### config.mk
export PLATFORM = sky130hd
export DESIGN_NAME = bcpe_axis
export DESIGN_NICKNAME = d
export VERILOG_FILES = /design/src/hw/rtl/bcpe_pkg.sv /design/src/hw/rtl/bcpe_axis.sv
export SDC_FILE = /design/constraint.sdc
export NUM_CORES = 2
export LEC_CHECK = 0
export BUFFER_PORTS_ARGS = -buffer_cell sky130_fd_sc_hd__buf_2
export CORE_ASPECT_RATIO = 1.25
export CORE_MARGIN = 1
export CORE_UTILIZATION = 56
export CTS_CLUSTER_DIAMETER = 100
export DETAILED_ROUTE_END_ITERATION = 12
export PLACE_DENSITY_LB_ADDON = 0.08
export SETUP_SLACK_MARGIN = 0.15
export SLEW_MARGIN = 25
export SYNTH_ARGS = -nofsm -noshare
export SYNTH_HDL_FRONTEND = slang
export SYNTH_SLANG_ARGS = --single-unit
### constraint.sdc
create_clock -name clk -period 13.9 [get_ports clk]
set_clock_uncertainty 0.15 [all_clocks]
set_input_delay 1.39 -clock clk [delete_from_list [all_inputs] [get_ports clk]]
set_output_delay 1.39 -clock clk [all_outputs]
set_load 0.1 [all_outputs]
### src/hw/rtl/bcpe_pkg.sv
// Shared constants and types for the Bezier curve point evaluator.
package bcpe_pkg;

    localparam int PARAM_W    = 17;
    localparam int COORD_W    = 16;
    localparam int CTRL_W     = 48;
    localparam int NUM_CTRL   = 4;
    localparam int CFG_IDX_W  = 2;
    localparam int AXES       = 3;
    localparam int MAX_DEGREE = 7;
    localparam int BINOM_W    = 6;

    localparam logic [BINOM_W-1:0] BINOM [MAX_DEGREE+1][MAX_DEGREE+1] = '{
        '{6'd1, 6'd0, 6'd0,  6'd0,  6'd0,  6'd0,  6'd0, 6'd0},
        '{6'd1, 6'd1, 6'd0,  6'd0,  6'd0,  6'd0,  6'd0, 6'd0},
        '{6'd1, 6'd2, 6'd1,  6'd0,  6'd0,  6'd0,  6'd0, 6'd0},
        '{6'd1, 6'd3, 6'd3,  6'd1,  6'd0,  6'd0,  6'd0, 6'd0},
        '{6'd1, 6'd4, 6'd6,  6'd4,  6'd1,  6'd0,  6'd0, 6'd0},
        '{6'd1, 6'd5, 6'd10, 6'd10, 6'd5,  6'd1,  6'd0, 6'd0},
        '{6'd1, 6'd6, 6'd15, 6'd20, 6'd15, 6'd6,  6'd1, 6'd0},
        '{6'd1, 6'd7, 6'd21, 6'd35, 6'd35, 6'd21, 6'd7, 6'd1}
    };

    typedef struct packed {
        logic mul;
        logic sum;
        logic rnd;
    } adv_t;

endpackage

### src/hw/rtl/bcpe_axis.sv
// One coordinate axis: weighted products, sum, rounding and saturation.
module bcpe_axis #(
    parameter int DEGREE          = 3,
    parameter int PARAM_FRAC_BITS = 16
) (
    input  logic                                    clk,
    input  bcpe_pkg::adv_t                          adv,
    input  logic [PARAM_FRAC_BITS+5:0]              weight [DEGREE+1],
    input  logic signed [bcpe_pkg::COORD_W-1:0]     coord  [DEGREE+1],
    output logic signed [bcpe_pkg::COORD_W-1:0]     point
);

    localparam int WW = PARAM_FRAC_BITS + 6;
    localparam int PW = WW + 1 + bcpe_pkg::COORD_W;
    localparam int AW = PW + $clog2(DEGREE + 1) + 1;
    localparam int RW = AW - PARAM_FRAC_BITS;

    localparam logic signed [AW-1:0] HALF    = AW'(1) << (PARAM_FRAC_BITS - 1);
    localparam logic signed [RW-1:0] SAT_MAX = RW'(32767);
    localparam logic signed [RW-1:0] SAT_MIN = -RW'(32768);

    logic signed [PW-1:0]               prod_reg [DEGREE+1];
    logic signed [AW-1:0]               acc_reg;
    logic signed [AW-1:0]               acc_next;
    logic signed [AW-1:0]               acc_shift;
    logic signed [RW-1:0]               acc_round;
    logic signed [bcpe_pkg::COORD_W-1:0] point_reg;
    logic signed [bcpe_pkg::COORD_W-1:0] point_next;

    always_ff @(posedge clk)
    begin
        if (adv.mul)
        begin
            for (int i = 0; i <= DEGREE; i++)
            begin
                prod_reg[i] <= PW'($signed({1'b0, weight[i]})) * PW'(coord[i]);
            end
        end
    end

    always_comb
    begin
        acc_next = HALF;
        for (int i = 0; i <= DEGREE; i++)
        begin
            acc_next = acc_next + AW'(prod_reg[i]);
        end
    end

    always_ff @(posedge clk)
    begin
        if (adv.sum)
        begin
            acc_reg <= acc_next;
        end
    end

    always_comb
    begin
        acc_shift = acc_reg >>> PARAM_FRAC_BITS;
        acc_round = acc_shift[RW-1:0];
        if (acc_round > SAT_MAX)
        begin
            point_next = 16'sh7fff;
        end
        else if (acc_round < SAT_MIN)
        begin
            point_next = 16'sh8000;
        end
        else
        begin
            point_next = acc_round[bcpe_pkg::COORD_W-1:0];
        end
    end

    always_ff @(posedge clk)
    begin
        if (adv.rnd)
        begin
            point_reg <= point_next;
        end
    end

    assign point = point_reg;

endmodule

==> flow_summary_export.csv <==
group,metric,value,unit
setup_path,crit_buf_inv,6,
routing,dr_total_vias,40177,
global_route,grt_pass1_wl,231.1,mm
timing,drv_slew,0,
floorplan,rows,130,
synthesis,yosys_warnings,0,
routing,wirelength,140.5,mm
setup_path,end_kind,"register",
synthesis,syn_nets,8035,
routing,vias_per_cell,5.455,
setup_path,crit_family,"adder cells",
synthesis,synth_area_leaders,"fa_1 42%, ha_1 13%, edfxtp_1 10%",
timing,fin_crit_sh,56.48,%
setup_path,crit_chain,"buf_2 > nand2_1 > fa_1 > inv_1 > fa_1 > inv_1 > fa_1 > inv_1 > fa_1 > fa_1 > inv_1 > fa_1 > inv_1 > ha_1 > a211oi_1 > o21ai_0 > a211oi_1 > o211ai_1 > a21oi_1 > o21ai_1 > a311o_1 > a21oi_1 > xnor2_1",
setup_path,rr_startpoint,"prod_reg[0][14]",
clock_network,root_buffer,"clkbuf_16",
synthesis,yosys.area.top_type,"fa_1",
synthesis,synth_area,56920,µm²
worst_hold_path,hp-class,"reg2reg",
routing,antenna_left,0,
synthesis,netlist_instances,6076,
finish,num-fill-cells,9045,
setup_path,worstSetupPathDepth,23,
finish,multi_input_area,44690,µm²
clock_network,numCtsBuffers,17,
routing,wl_per_cell,19.08,µm
synthesis,synth-edff-count,198,
clock_network,cts_tree,"yes",
clock_network,cts_setup_buffers,0,
routing,dr.pass1.iters,6,
finish,final_nets,7989,
setup_path,ff2ff_setup_slack,9300,ps
finish,largest_register_ffs,156,
synthesis,synth-seq-cells,198,
floorplan,dieHeight,358.5,µm
clock_network,postCtsHoldBufs,0,
global_route,antenna_found_initial,0,
place,io_buffers,171,
global_route,grt_max_degree,81,
run,maxCapViolations,0,
routing,drc,0,
clock_network,cts_buffer_depth,2,
setup_path,crit_fanout,22,
synthesis,syn_area_per_cell,9.368,µm²
setup_path,crit_top_cell,"fa_1",
setup_path,endpoint,"prod_reg[3][37]",
routing,initialDrtViolationCount,2132,
timing,final_hold_viol_count,0,
global_route,track_usage,28.88,%
global_route,grt_overflow_total,0,
setup_path,reg2regPathDepth,13,
timing,max_freq,0.1274,GHz
finish,fin_util,58.79,%
clock_network,path_clk_slew,80,ps
synthesis,synth_flop_cell,"edfxtp_1",
setup_path,r2r_end,"acc_reg[36]",
clock_network,cts_resized,0,
timing,period_minus_slack,7850,ps
floorplan,die_area,102900,µm²
clock_network,clock_latency,450,ps
setup_path,slowest_delay,570,ps
finish,regArea,5946,µm²
timing,slew_headroom,32.38,%
place,gp_congestion,0.8868,
setup_path,crit_slowest_cell,"fa_1",
synthesis,ys_types,73,
timing,setup_viol,0,
setup_path,cp-start-kind,"primary input",
place,place_hpwl,114.3,mm
clock_network,htreeDepth,4,
clock_network,clkSinkCount,198,
finish,drive_gt1_share,3.641,%
synthesis,synth_top_cell_area_share,41.85,%
timing,worstMarginPinSlew,1014,ps
synthesis,yosysSeqAreaShare,10.45,%
timing,grt_setup_unrepaired,"no",
setup_path,cp-startpoint,"coord[7]",
floorplan,ios,172,
outcome,status,"finished, final reports clean",
setup_path,worstSetupPathType,"in2reg",
setup_path,cp.required,13940,ps
synthesis,async_reset_ff_share,0,%
finish,synthToLayoutAreaGrowth,3.994,%
setup_path,crit_arrival,7890,ps
floorplan,core-area,100700,µm²
floorplan,die_x,287.2,µm
floorplan,start_util,56.53,%
global_route,grt_pass1_vias,43792,
timing,tns,0,ps
logic make-up after synthesis:
logic type | Yosys count | synth area share, %
multiplexers | 3 | 0.05495
XOR/XNOR | 160 | 2.462
adder cells (fa/ha/maj) | 1803 | 55.33
AO/OA/AOI/OAI | 507 | 5.808
AND/OR/NAND/NOR | 1728 | 14.84
buffers and inverters | 1677 | 11.06
flip-flops | 198 | 10.45
cells in the mapped netlist (all sizes together) (6+ instances only):
library cell and count:
nand4 23, and4 8, o211ai 10, a211oi 18, edfxtp 198, o21a 21, nand2b 49, o31ai 11
a21o 98, and2 613, inv 1438, fa 1190, o21bai 29, xor2 52, nand3 35, a21oi 163
nand2 789, o21ai 80, clkbuf 235, nor3 17, o2111ai 6, ha 613, a31oi 16, xnor2 108
nor2b 17, a221oi 8, nor2 142, and3 16
worst register-to-register path, delay by kind of cell (launching register included):
kind	cells	cell delay [ps]
adders and majority gates	4	1730
and+or+nand+nor	4	720
xor gates and xnor gates	1	150
AOI/OAI and AO/OA	4	1150
DFF	1	430
layer usage:
metal	part of all wire (%)	GRT usage, %
met5	0	0
met4	3.1	8.362
met3	4.3	2.189
met2	52	52.57
met1	40	36.72
layout by cell type (no fill, tap or decap), types with 17 or more instances in the layout:
cell,count
a211oi_1,17
a21o_1,98
a21oi_1,163
and2_1,613
buf_2,170
clkbuf_16,17
edfxtp_1,198
fa_1,1190
ha_1,613
inv_1,1438
nand2_1,789
nand2b_1,49
nand3_1,35
nand4_1,23
nor2_1,142
nor2b_1,17
nor3_1,17
o21a_1,20
o21ai_0,47
o21ai_1,33
o21bai_1,29
xnor2_1,108
xor2_1,52
layout make-up:
class | count | area share, %
Clock inverter | 15 | 0.3361
Tap cell | 1320 | 2.790
Inverter | 1438 | 9.119
Antenna cell | 2 | 0.008455
Timing Repair Buffer | 174 | 1.494
Clock buffer | 17 | 0.7187
Sequential cell | 198 | 10.04
Multi-Input combinational cell | 4201 | 75.49
worst min-delay path by stage:
stage / start / to / slack, ps / depth (start not counted)
2_1_floorplan: acc_reg[16] / point[0] / 350 / 1
3_3_place_gp: acc_reg[18] / point[2] / 350 / 1
3_5_place_dp: acc_reg[19] / point[3] / 350 / 1
4_1_cts: acc_reg[19] / point[3] / 380 / 1
5_1_grt: acc_reg[19] / point[3] / 380 / 1
6_report: acc_reg[19] / point[3] / 380 / 1
stage by stage:
| step | setup WS [ps] | hold WS (ps) | instance area, µm² | cells |
|---|---|---|---|---|
| floorplan | 6403 | 345.1 | 56920 | 6076 |
| global placement | 5599 | 353.8 | 58560 | 7331 |
| detailed placement | 5538 | 352.7 | 58560 | 7331 |
| CTS | 5989 | 378.5 | 59190 | 7363 |
| global route | 5765 | 380.6 | 59190 | 7363 |
| finish | 6050 | 376.0 | 59190 | 7365 |
Power is left out: the tool's default activity adds up to more than one toggle a clock period on the data nets, which glitch-free logic cannot reach.
